### src/priority_stack_lifo_ties_assert.svh
// assertion macros for the priority stack checks
`ifndef PRIORITY_STACK_LIFO_TIES_ASSERT_SVH
`define PRIORITY_STACK_LIFO_TIES_ASSERT_SVH

// condition holds at every edge out of reset
`define PSLT_ASSERT_HOLDS(label, cond) \
   label: assert property (@(posedge clock) disable iff (reset) (cond)) \
      else $error("priority stack check failed");

// consequence holds in the same cycle as the antecedent
`define PSLT_ASSERT_IMP(label, ante, cons) \
   label: assert property (@(posedge clock) disable iff (reset) (ante) |-> (cons)) \
      else $error("priority stack check failed");

// consequence holds in the cycle after the antecedent
`define PSLT_ASSERT_NEXT(label, ante, cons) \
   label: assert property (@(posedge clock) disable iff (reset) (ante) |=> (cons)) \
      else $error("priority stack check failed");

`endif

### src/pslt_pkg.sv
// shared constants and codes for the priority stack
`default_nettype none

package pslt_pkg;

   localparam int DEPTH_DEFAULT       = 16;
   localparam int PRIO_WIDTH_DEFAULT  = 8;
   localparam int VALUE_WIDTH_DEFAULT = 32;

   localparam int KIND_W      = 2;
   localparam int STATUS_W    = 2;
   localparam int OUT_VALUE_W = 32;
   localparam int FILL_W      = 5;
   localparam int RSP_USED_W  = OUT_VALUE_W + 1 + FILL_W;
   localparam int RSP_DATA_W  = ((RSP_USED_W + 7) / 8) * 8;
   localparam int RSP_PAD_W   = RSP_DATA_W - RSP_USED_W;

   localparam logic [KIND_W-1:0] KIND_PUSH  = 2'd0;
   localparam logic [KIND_W-1:0] KIND_POP   = 2'd1;
   localparam logic [KIND_W-1:0] KIND_CLEAR = 2'd2;

   localparam logic [STATUS_W-1:0] STATUS_OK    = 2'd0;
   localparam logic [STATUS_W-1:0] STATUS_EMPTY = 2'd1;
   localparam logic [STATUS_W-1:0] STATUS_FULL  = 2'd2;

endpackage

`default_nettype wire

### src/pslt_ram.sv
// generic single-port-write, single-port-read ram with registered read
`default_nettype none

module pslt_ram #(
   parameter int WIDTH = pslt_pkg::PRIO_WIDTH_DEFAULT + pslt_pkg::VALUE_WIDTH_DEFAULT,
   parameter int DEPTH = pslt_pkg::DEPTH_DEFAULT,
   localparam int AW   = (DEPTH > 1) ? $clog2(DEPTH) : 1
) (
   input  logic             clock,
   input  logic             we,
   input  logic [AW-1:0]    waddr,
   input  logic [WIDTH-1:0] wdata,
   input  logic             re,
   input  logic [AW-1:0]    raddr,
   output logic [WIDTH-1:0] rdata
);

   logic [WIDTH-1:0] mem [DEPTH];
   logic [WIDTH-1:0] rdata_ff;

   always_ff @(posedge clock) begin
      if (we) begin
         mem[waddr] <= wdata;
      end
      if (re) begin
         rdata_ff <= mem[raddr];
      end
   end

   assign rdata = rdata_ff;

endmodule

`default_nettype wire

### src/priority_stack_lifo_ties.sv
// priority stack: a pop returns the highest priority, latest pushed among ties
// push, clear and other kinds: the result is valid in the cycle after the word is taken
// pop: the accepting cycle issues the read of the top entry, the scan state reads down to
//   the bottom and keeps the best, the shift state moves the entries above it one place
//   down to close the gap, and the finish state loads the result once the slot is free
// a new word is taken only in the idle state with a free result slot; the entry ram has a single read port
// reset clears the fill count and the handshake state; the entry ram is not cleared
`default_nettype none

module priority_stack_lifo_ties #(
   parameter int DEPTH       = pslt_pkg::DEPTH_DEFAULT,
   parameter int PRIO_WIDTH  = pslt_pkg::PRIO_WIDTH_DEFAULT,
   parameter int VALUE_WIDTH = pslt_pkg::VALUE_WIDTH_DEFAULT,
   localparam int REQ_DATA_W = ((PRIO_WIDTH + VALUE_WIDTH + 7) / 8) * 8
) (
   input  logic                            clock,
   input  logic                            reset,
   input  logic                            req_tvalid,
   output logic                            req_tready,
   input  logic [REQ_DATA_W-1:0]           req_tdata,  // priority_req, value
   input  logic [pslt_pkg::KIND_W-1:0]     req_tuser,  // kind
   output logic                            rsp_tvalid,
   input  logic                            rsp_tready,
   output logic [pslt_pkg::RSP_DATA_W-1:0] rsp_tdata,  // out_value, is_empty, fill_count
   output logic [pslt_pkg::STATUS_W-1:0]   rsp_tuser   // status
);

   `include "priority_stack_lifo_ties_assert.svh"

   localparam int AW = $clog2(DEPTH);
   localparam int CW = $clog2(DEPTH + 1);
   localparam int EW = PRIO_WIDTH + VALUE_WIDTH;

   localparam logic [1:0] ST_IDLE   = 2'd0;
   localparam logic [1:0] ST_SCAN   = 2'd1;
   localparam logic [1:0] ST_SHIFT  = 2'd2;
   localparam logic [1:0] ST_FINISH = 2'd3;

   logic [1:0]             state_ff, state_in;
   logic [CW-1:0]          count_ff, count_in;
   logic [AW-1:0]          addr_ff, addr_in;
   logic [AW-1:0]          best_idx_ff, best_idx_in;
   logic [PRIO_WIDTH-1:0]  best_prio_ff, best_prio_in;
   logic [VALUE_WIDTH-1:0] best_val_ff, best_val_in;
   logic                   first_ff, first_in;

   logic                            rsp_valid_ff, rsp_valid_in;
   logic [pslt_pkg::RSP_DATA_W-1:0] rsp_data_ff, rsp_data_in;
   logic [pslt_pkg::STATUS_W-1:0]   rsp_user_ff, rsp_user_in;
   logic                            rsp_load;

   logic                   ram_we, ram_re;
   logic [AW-1:0]          ram_waddr, ram_raddr;
   logic [EW-1:0]          ram_wdata, ram_rdata;

   logic                   accept, slot_free;
   logic [PRIO_WIDTH-1:0]  req_prio, rd_prio;
   logic [VALUE_WIDTH-1:0] req_value, rd_val;
   logic [CW-1:0]          count_dec;
   logic [AW-1:0]          count_m1;
   logic                   take;
   logic [AW-1:0]          scan_idx;
   logic [PRIO_WIDTH-1:0]  scan_prio;
   logic [VALUE_WIDTH-1:0] scan_val;
   logic [VALUE_WIDTH-1:0] res_val;
   logic [CW-1:0]          res_count;
   logic                   finish_go;
   logic                   idle_rsp;

   assign req_prio  = req_tdata[PRIO_WIDTH-1:0];
   assign req_value = req_tdata[PRIO_WIDTH +: VALUE_WIDTH];
   assign rd_prio   = ram_rdata[PRIO_WIDTH-1:0];
   assign rd_val    = ram_rdata[PRIO_WIDTH +: VALUE_WIDTH];

   assign slot_free  = !rsp_valid_ff || rsp_tready;
   assign req_tready = (state_ff == ST_IDLE) && slot_free;
   assign accept     = req_tvalid && req_tready;

   assign count_dec = count_ff - CW'(1);
   assign count_m1  = count_dec[AW-1:0];

   // scan runs downward, so only a strictly greater priority displaces the candidate
   assign take      = first_ff || (rd_prio > best_prio_ff);
   assign scan_idx  = take ? addr_ff : best_idx_ff;
   assign scan_prio = take ? rd_prio : best_prio_ff;
   assign scan_val  = take ? rd_val  : best_val_ff;

   pslt_ram #(
      .WIDTH (EW),
      .DEPTH (DEPTH)
   ) u_entry_ram (
      .clock (clock),
      .we    (ram_we),
      .waddr (ram_waddr),
      .wdata (ram_wdata),
      .re    (ram_re),
      .raddr (ram_raddr),
      .rdata (ram_rdata)
   );

   always_comb begin
      state_in     = state_ff;
      count_in     = count_ff;
      addr_in      = addr_ff;
      best_idx_in  = best_idx_ff;
      best_prio_in = best_prio_ff;
      best_val_in  = best_val_ff;
      first_in     = first_ff;
      ram_we       = 1'b0;
      ram_waddr    = count_ff[AW-1:0];
      ram_wdata    = {req_value, req_prio};
      ram_re       = 1'b0;
      ram_raddr    = count_m1;
      rsp_load     = 1'b0;
      res_val      = '0;
      res_count    = count_ff;
      rsp_user_in  = pslt_pkg::STATUS_OK;

      unique case (state_ff)
         ST_IDLE: begin
            if (accept) begin
               unique case (req_tuser)
                  pslt_pkg::KIND_PUSH: begin
                     rsp_load = 1'b1;
                     if (count_ff == CW'(DEPTH)) begin
                        rsp_user_in = pslt_pkg::STATUS_FULL;
                     end else begin
                        ram_we    = 1'b1;
                        count_in  = count_ff + CW'(1);
                        res_count = count_ff + CW'(1);
                     end
                  end
                  pslt_pkg::KIND_POP: begin
                     if (count_ff == CW'(0)) begin
                        rsp_load    = 1'b1;
                        rsp_user_in = pslt_pkg::STATUS_EMPTY;
                     end else begin
                        ram_re    = 1'b1;
                        ram_raddr = count_m1;
                        addr_in   = count_m1;
                        first_in  = 1'b1;
                        state_in  = ST_SCAN;
                     end
                  end
                  pslt_pkg::KIND_CLEAR: begin
                     rsp_load  = 1'b1;
                     count_in  = '0;
                     res_count = '0;
                  end
                  default: begin
                     rsp_load = 1'b1;
                  end
               endcase
            end
         end
         ST_SCAN: begin
            best_idx_in  = scan_idx;
            best_prio_in = scan_prio;
            best_val_in  = scan_val;
            first_in     = 1'b0;
            if (addr_ff != AW'(0)) begin
               ram_re    = 1'b1;
               ram_raddr = addr_ff - AW'(1);
               addr_in   = addr_ff - AW'(1);
            end else if (scan_idx != count_m1) begin
               ram_re    = 1'b1;
               ram_raddr = scan_idx + AW'(1);
               addr_in   = scan_idx + AW'(1);
               state_in  = ST_SHIFT;
            end else begin
               state_in = ST_FINISH;
            end
         end
         ST_SHIFT: begin
            // entry at addr_ff moves one place down; the read runs ahead of the write
            ram_we    = 1'b1;
            ram_waddr = addr_ff - AW'(1);
            ram_wdata = ram_rdata;
            if (addr_ff != count_m1) begin
               ram_re    = 1'b1;
               ram_raddr = addr_ff + AW'(1);
               addr_in   = addr_ff + AW'(1);
            end else begin
               state_in = ST_FINISH;
            end
         end
         ST_FINISH: begin
            if (slot_free) begin
               rsp_load  = 1'b1;
               res_val   = best_val_ff;
               res_count = count_dec;
               count_in  = count_dec;
               state_in  = ST_IDLE;
            end
         end
         default: begin
            state_in = ST_IDLE;
         end
      endcase

      rsp_data_in  = {{pslt_pkg::RSP_PAD_W{1'b0}},
                      pslt_pkg::FILL_W'(res_count),
                      (res_count == CW'(0)),
                      pslt_pkg::OUT_VALUE_W'(res_val)};
      rsp_valid_in = rsp_load || (rsp_valid_ff && !rsp_tready);
   end

   always_ff @(posedge clock) begin
      if (reset) begin
         state_ff     <= ST_IDLE;
         count_ff     <= '0;
         rsp_valid_ff <= 1'b0;
      end else begin
         state_ff     <= state_in;
         count_ff     <= count_in;
         rsp_valid_ff <= rsp_valid_in;
      end
   end

   always_ff @(posedge clock) begin
      addr_ff      <= addr_in;
      best_idx_ff  <= best_idx_in;
      best_prio_ff <= best_prio_in;
      best_val_ff  <= best_val_in;
      first_ff     <= first_in;
      if (rsp_load) begin
         rsp_data_ff <= rsp_data_in;
         rsp_user_ff <= rsp_user_in;
      end
   end

   assign rsp_tvalid = rsp_valid_ff;
   assign rsp_tdata  = rsp_data_ff;
   assign rsp_tuser  = rsp_user_ff;

   assign finish_go = (state_ff == ST_FINISH) && slot_free;
   assign idle_rsp  = rsp_valid_ff && (state_ff == ST_IDLE);

   `PSLT_ASSERT_HOLDS(a_count_bound, count_ff <= CW'(DEPTH))
   `PSLT_ASSERT_IMP(a_shift_no_overlap, (state_ff == ST_SHIFT) && ram_re, ram_waddr < ram_raddr)
   `PSLT_ASSERT_NEXT(a_pop_done, finish_go, idle_rsp && (count_ff == $past(count_dec)))
   `PSLT_ASSERT_NEXT(a_quick_result, accept && (req_tuser != pslt_pkg::KIND_POP), idle_rsp)

endmodule

`default_nettype wire

### config.mk
export PLATFORM = sky130hd
export DESIGN_NAME = priority_stack_lifo_ties
export DESIGN_NICKNAME = d
export VERILOG_FILES = /design/src/pslt_pkg.sv /design/src/pslt_ram.sv /design/src/priority_stack_lifo_ties.sv
export VERILOG_INCLUDE_DIRS = /design/src /design/src/src
export SDC_FILE = /design/constraint.sdc
export NUM_CORES = 1
export LEC_CHECK = 0
export ABC_AREA = 0
export BUFFER_PORTS_ARGS = -buffer_cell sky130_fd_sc_hd__buf_2
export CORE_AREA = 2 2 265 267
export CTS_BUF_LIST = sky130_fd_sc_hd__clkbuf_8 sky130_fd_sc_hd__clkbuf_16
export DETAILED_ROUTE_END_ITERATION = 6
export DIE_AREA = 0 0 267 269
export MAX_ROUTING_LAYER = met4
export PLACE_DENSITY_LB_ADDON = 0.25
export SLEW_MARGIN = 20
export SYNTH_ARGS = -nofsm -noshare
export SYNTH_HDL_FRONTEND = slang
export SYNTH_HIERARCHICAL = 1
export SYNTH_SLANG_ARGS = --single-unit
### constraint.sdc
create_clock -name clock -period 6.85 [get_ports clock]
set_input_delay 0.685 -clock clock [delete_from_list [all_inputs] [get_ports clock]]
set_output_delay 0.685 -clock clock [all_outputs]
set_load 0.02 [all_outputs]
# ---- Yosys cells after proc, flatten, opt, wreduce, memory -nomap -nowiden
# Memory sizes are Yosys's and may differ from the RTL's. A register that Yosys moved wholly into a read port is not among the register bits.
# Index checks and enable logic that the tools add are counted.
dict set report totals {
  ramBits 640
  ff_bits 97
  n_memories 1
  word_cells 107
}
# memory words word_bits read_ports rd_clocked_by_memory_dff wr line_no
set memory_table {}
lappend memory_table {u_entry_ram.mem 16 40 1 1 1 pslt_ram.sv:18} ;# logic [WIDTH-1:0] mem [DEPTH];
dict set report op_classes {
  n_reduce_logical 21
  eq_ne 16
  n_lt_le_gt_ge 1
  mux 52
  add_sub_neg 5
}
# operator n
set ops {}
lappend ops {{4-bit 2-to-1 mux} 11}
lappend ops {{40-bit 2-to-1 mux} 1}
lappend ops {{1-bit 2-to-1 mux} 20}
lappend ops {{5-bit one-hot mux with 2 select lines} 2}
lappend ops {{5-bit 2-to-1 mux} 3}
lappend ops {{2-bit 2-to-1 mux} 7}
lappend ops {{2-bit != test (second input constant)} 6}
lappend ops {{4-bit one-hot mux with 3 select lines} 1}
lappend ops {{6-bit AND reduction} 2}
lappend ops {{5-bit zero test} 2}
lappend ops {{4-bit by 1-bit adder with 4-bit output (second input constant)} 2}
lappend ops {{8-bit > comparator} 1}
lappend ops {{4-bit != test} 2}
lappend ops {{2-bit one-hot mux with 4 select lines} 1}
lappend ops {{4-bit one-hot mux with 2 select lines} 1}
lappend ops {{2-bit equality test (second input constant)} 3}
lappend ops {{1-bit one-hot mux with 2 select lines} 3}
lappend ops {{2-bit AND reduction} 3}
lappend ops {{5-bit by 1-bit adder with 5-bit output (second input constant)} 1}
lappend ops {{5-bit equality test (second input constant)} 1}
lappend ops {{5-bit by 1-bit subtractor with 5-bit output (second input constant)} 1}
lappend ops {{2-bit by 1-bit equality test with 1-bit output (second input constant)} 2}
lappend ops {{2-bit zero test} 2}
lappend ops {{2-bit one-hot mux with 2 select lines} 1}
lappend ops {{11 further kinds} 16}

# ---- Logic depth before layout (Yosys ltp)
dict set report logic_depth {
  depth_word 8
  mapped_depth 19
  ltp_nobuf 17
}

# ---- Modules after synthesis
# Netlist, hierarchy kept.
# mod instances seq_area_each_um2 cells_per_inst area_each_um2
set by_module_without_submodules {}
lappend by_module_without_submodules {pslt_ram 1 20419.6 1040 25532.0}
lappend by_module_without_submodules {priority_stack_lifo_ties 1 2832.7 454 5201.2}

# ---- Worst setup path before layout
# OpenSTA, ideal clock, no wires.
dict set report synth_timing {
  path_type {register to register}
  from {reg count_ff[0]}
  to {mem u_entry_ram/mem[0][0] (netlist name) (enable)}
  arrival_time_ns 4.707
  setup_slack_ns 1.656
  path_stages_with_launch 9
  n_path_buf 1
  required_time_ns 6.363
  cell_sequence {dfxtp_1 -> clkbuf_1 -> inv_1 -> ha_1 -> nand3_1 -> nand2_1 -> o21ai_0 -> or3b_2 -> nor3_1}
}
dict set report synth_via {
  elab_chain_len 7
  elab_cells_between_ends 8
  classes_between {eq/ne (1); mux (7)}
}
# element line_no
set synth_rtl {}
lappend synth_rtl {{start, declared} priority_stack_lifo_ties.sv:40} ;# logic [CW-1:0] count_ff, count_in;
lappend synth_rtl {{start signal, assigned} priority_stack_lifo_ties.sv:215} ;# count_ff <= count_in;
lappend synth_rtl {{5-bit equality test} priority_stack_lifo_ties.sv:125} ;# if (count_ff == CW'(DEPTH)) begin
lappend synth_rtl {{1-bit 2-to-1 mux} priority_stack_lifo_ties.sv:125}
lappend synth_rtl {{1-bit 2-to-1 mux} priority_stack_lifo_ties.sv:122} ;# unique case (req_tuser)
lappend synth_rtl {{1-bit 2-to-1 mux} priority_stack_lifo_ties.sv:121} ;# if (accept) begin
lappend synth_rtl {{1-bit one-hot mux with 2 select lines} priority_stack_lifo_ties.sv:119} ;# unique case (state_ff)
lappend synth_rtl {{net ram_we} priority_stack_lifo_ties.sv:52} ;# logic ram_we, ram_re;
lappend synth_rtl {{1-bit 2-to-1 mux} pslt_ram.sv:22} ;# if (we) begin
lappend synth_rtl {{1-bit 2-to-1 mux (not written as such)} pslt_ram.sv:23} ;# mem[waddr] <= wdata;
lappend synth_rtl {{end, declared} pslt_ram.sv:18}
# The timed path passes the listed nets, and every way through them passes these cells.

# ---- Final worst setup path
dict set report layout_timing {
  from {reg u_entry_ram.rdata_ff[2] (netlist: u_entry_ram/rdata[2]), read port of u_entry_ram.mem}
  to {reg u_entry_ram.rdata_ff[3] (netlist: u_entry_ram/rdata[3]), read port of u_entry_ram.mem, data pin}
}
dict set report layout_via {
  elab_chain_len 7
  elab_cells_between_ends 11
  classes_between {add/sub (1); order compare (1); eq/ne (1); mux (7); reduce/logical (1)}
}
# element line_no
set layout_rtl {}
lappend layout_rtl {{start, declared} pslt_ram.sv:19} ;# logic [WIDTH-1:0] rdata_ff;
lappend layout_rtl {{8-bit > comparator *} priority_stack_lifo_ties.sv:83} ;# assign take = first_ff || (rd_prio > best_prio_ff);
lappend layout_rtl {{1-bit logical OR *} priority_stack_lifo_ties.sv:83}
lappend layout_rtl {{4-bit 2-to-1 mux *} priority_stack_lifo_ties.sv:84} ;# assign scan_idx = take ? addr_ff : best_idx_ff;
lappend layout_rtl {{4-bit by 1-bit adder with 4-bit output / 4-bit != test (equally long branches)} {priority_stack_lifo_ties.sv:167, priority_stack_lifo_ties.sv:165}}
lappend layout_rtl {{4-bit 2-to-1 mux *} priority_stack_lifo_ties.sv:165} ;# end else if (scan_idx != count_m1) begin
lappend layout_rtl {{4-bit 2-to-1 mux *} priority_stack_lifo_ties.sv:161} ;# if (addr_ff != AW'(0)) begin
lappend layout_rtl {{4-bit one-hot mux with 2 select lines *} priority_stack_lifo_ties.sv:119}
lappend layout_rtl {{net ram_raddr[1]} priority_stack_lifo_ties.sv:53} ;# logic [AW-1:0] ram_waddr, ram_raddr;
# Mark *: on every way through the listed nets, which the timed path passes. The rest lies on a longest branch.
# A chain may end at the register's enable or synchronous reset.

==> key figures <==
Power and ir drop
  – Worst IR drop on VDD: 0.192 mV
  – Net Sw Frac: about a fifth
  – Pleak: 0.0118 uW
  – P_sw: 2160 uW
  – Internal: 7990 uW
  – Seq pwr share: 52.3%
  – Power Density: 291 nW/um2
  – Part of the power in combinational logic: under 10%
  – Clk pwr share: between 40% and 50%

CTS
  – Root Buffer: clkbuf_16
  – Clock latency on the worst-skew pair: 0.63 ns
  – H-Tree Depth: 3
  – CTS tree: done
  – Buffer count from post-CTS setup fixing: 0
  – Hold-fix buffers, CTS: 0
  – Clock-pin slew of the registers on the worst-case setup and hold paths: 0.07 ns
  – CTS buffer count: between 70 and 80
  – Sink Count: between 700 and 800
  – CTS resizes: 0
  – Clock Path Buffers: 3

Global routing
  – Total track usage: 20.3%
  – Largest net degree at the start of global routing: 102
  – Vias in the first global route: about 15000
  – Initial antenna violation count: 1
  – First-pass GRT wire length: 102 mm
  – Global route overflow: 0

Logic synthesis
  – Synth Area per Inst: 20.6 um2
  – Library cells used by synthesis: 67
  – Fraction of registers with async set/reset: 0%
  – Top_reg_cell synth: edfxtp_1
  – Sequential area share after synthesis: 75.7%
  – Post-Syn Area: 30700 um2
  – Post-Syn Instances: about 1500
  – Yosys warns: 6
  – Flops & latches, synth: between 700 and 800
  – Post-synth EDFFs: ~770

STA
  – RSZ-0062 raised after global routing: false
  – Final Slew Violations: 0
  – Final hold violations: 0
  – Setup TNS: 0 ns
  – Relative slew slack: 28.8%
  – Tcrit/Tclk final: approximately 75%
  – Final min period: 5.16 ns
  – Clock skew: 0.0375 ns
  – Worst Tran Pin Value: about 1.1 ns
  – Endpoints failing setup: 0
  – Highest Clock Rate: 194 MHz

Route
  – Antenna Violating Nets Remaining: 0
  – Vias: 15397
  – DRC viols: 0
  – Final Routed Wirelength: approximately 70 mm
  – DR vias/cell: about 5.9
  – Starting DRT DRC Count: 1435
  – TritonRoute pass-1 iters: 6
  – Mean routed wirelength per cell: 26.7 um

Worst setup path
  – Worst EP required: around 7.2 ns
  – Critical path class: register to register
  – CP Capture Type: register
  – Max incr delay on CP: approximately 0.91 ns
  – Startpoint types: register
  – Worst path bufs/invs: 1
  – Delay-heaviest family, CP: compound AO/OA/AOI/OAI gates
  – CP max FO: approximately 100
  – CP Cell Sequence: ha_1, nand4_1, o21ai_1, nand3_1, and3_1, o22ai_1, nor2_1, o311ai_4, buf_12, mux4_2, a22oi_1, nand2_1
  – Worst EP arrival: 5.49 ns
  – Worst path slowest cell: o311ai_4

Layout
  – Share of cells above drive strength 1: 24.7%
  – Area growth, synth to finish: 13.5%
  – N_diodes: 0
  – Final Util: 50.3%
  – Fillers: 5500
  – Fin nets: 1686

Die
  – Die area: 71800 um2
  – Core ar.: 69300 um2
  – Die W: 267 um
  – Count of boundary I/O pins: 90
  – Row cnt: 97
  – Initial Util: about 44%
  – Die Y: 269 um

Flow run
  – Max_cap viols: 0

Placed design
  – Port bufs: 87
  – Final GP Congestion: 0.858
  – Post-DP HPWL: 36.8 mm

Outcome
  – Status: completed

Worst hold path
  – Hold WC Path Type: input port to register
## power groups by stage
stage | Combinational (uW) | Clock, uW | Sequential (uW)
2_1_floorplan | 469 | 0 | 5430
3_3_place_gp | 660 | 0 | 5410
3_5_place_dp | 671 | 0 | 5410
4_1_cts | 672 | 4290 | 5310
5_1_grt | 720 | 4460 | 5310
6_report | 664 | 4190 | 5310
## stage by stage
step	std cells	area, um2	setup WS, ns	power, uW	hold slack, ns
2_1_floorplan	1495	30700	1.66	5900	0.420
3_3_place_gp	2481	32400	1.85	6070	0.429
3_5_place_dp	2481	32400	1.76	6080	0.433
4_1_cts	2622	34900	1.77	10300	0.314
5_1_grt	2622	34900	1.36	10500	0.363
6_report	2622	34900	1.69	10200	0.340
## worst reg2reg max path, cell delays in order, from the launching register on
cell and delay [ns]:
edfxtp_1 0.46, ha_1 0.34, nand4_1 0.18, o21ai_1 0.38
nand3_1 0.21, and3_1 0.19, o22ai_1 0.57, nor2_1 0.23
o311ai_4 0.91, buf_12 0.56, mux4_2 0.48, a22oi_1 0.24
nand2_1 0.15
## layer usage
layer | up-vias | global-route usage [%] | routed length, um
li1 | 6492 | - | -
met1 | 8194 | 28.6 | 30700
met2 | 598 | 30.8 | 33000
met3 | 113 | 3.37 | 4770
met4 | 0 | 5.95 | 1520
met5 | - | - | 0
## cell usage after synthesis, types with 3 or more instances
master | n | area (um2)
a211oi_1 | 3 | 22.5
a21oi_1 | 29 | 145
a22oi_1 | 80 | 601
a31oi_1 | 4 | 25.0
and2_1 | 4 | 25.0
and3_1 | 39 | 244
buf_12 | 11 | 220
buf_2 | 14 | 70.1
clkbuf_1 | 53 | 199
dfxtp_1 | 8 | 160
edfxtp_1 | 769 | 23100
ha_1 | 18 | 225
inv_1 | 23 | 86.3
mux2_2 | 40 | 450
mux4_1 | 60 | 1580
mux4_2 | 100 | 2250
nand2_1 | 62 | 233
nand2b_1 | 9 | 56.3
nand3_1 | 11 | 55.1
nand3b_1 | 4 | 30.0
nand4_1 | 3 | 18.8
nor2_1 | 39 | 146
nor2b_1 | 7 | 43.8
nor3_1 | 14 | 70.1
o21a_1 | 5 | 37.5
o21ai_0 | 12 | 60.1
o21ai_1 | 8 | 40.0
o311ai_1 | 3 | 26.3
xnor2_1 | 10 | 87.6
xor2_1 | 3 | 26.3
## flip-flops by register name (all words and copies together), names as in the netlist
register,flops
best_idx_ff,4
count_ff,5
first_ff,1
state_ff,2
addr_ff,4
rsp_tdata,38
rsp_tuser,2
rsp_tvalid,1
u_entry_ram/rdata,40
best_prio_ff,8
u_entry_ram/mem,640
best_val_ff,32
## final timing paths
check	cells after the start	slack (ns)	startpoint	end
min reg2reg	0	0.44	u_entry_ram/rdata[17]	best_val_ff[9]
max reg2reg	12	1.69	u_entry_ram/rdata[2]	u_entry_ram/rdata[3]
min	2	0.34	reset	state_ff[0]
max	12	1.69	u_entry_ram/rdata[2]	u_entry_ram/rdata[3]
## layout make-up
cell class	instances	area, um2	area share [%]
tap	940	1180	3.37
clock inverter	60	488	1.40
timing repair buffer	128	768	2.20
clock buffer	81	2030	5.81
sequential	777	23300	66.7
inverter	24	90.1	0.258
multi-input combinational	612	7070	20.3
## kinds of logic (layout without fill, tap and decap cells)
family	after synthesis	after routing	synth area share [%]
buffers and inverters	106	293	1.98
AOI/OAI and AO/OA	166	166	3.71
and+or+nand+nor	210	210	3.47
other	1	2	0.0122
muxes	202	202	14.0
adders and majority gates	18	18	0.733
DFF	777	777	75.7
xor gates and xnor gates	14	14	0.444
## cells in the final DEF, fill, tap and decap left out, types with 33 or more instances in the layout
cell       count
and3_1        39
buf_2         87
inv_1         33
mux4_1        60
a22oi_1       80
nand2_1       62
mux4_2       100
clkbuf_16     81
mux2_2        40
edfxtp_1     769
buf_4         39
Power figures use the tool's default switching activity.
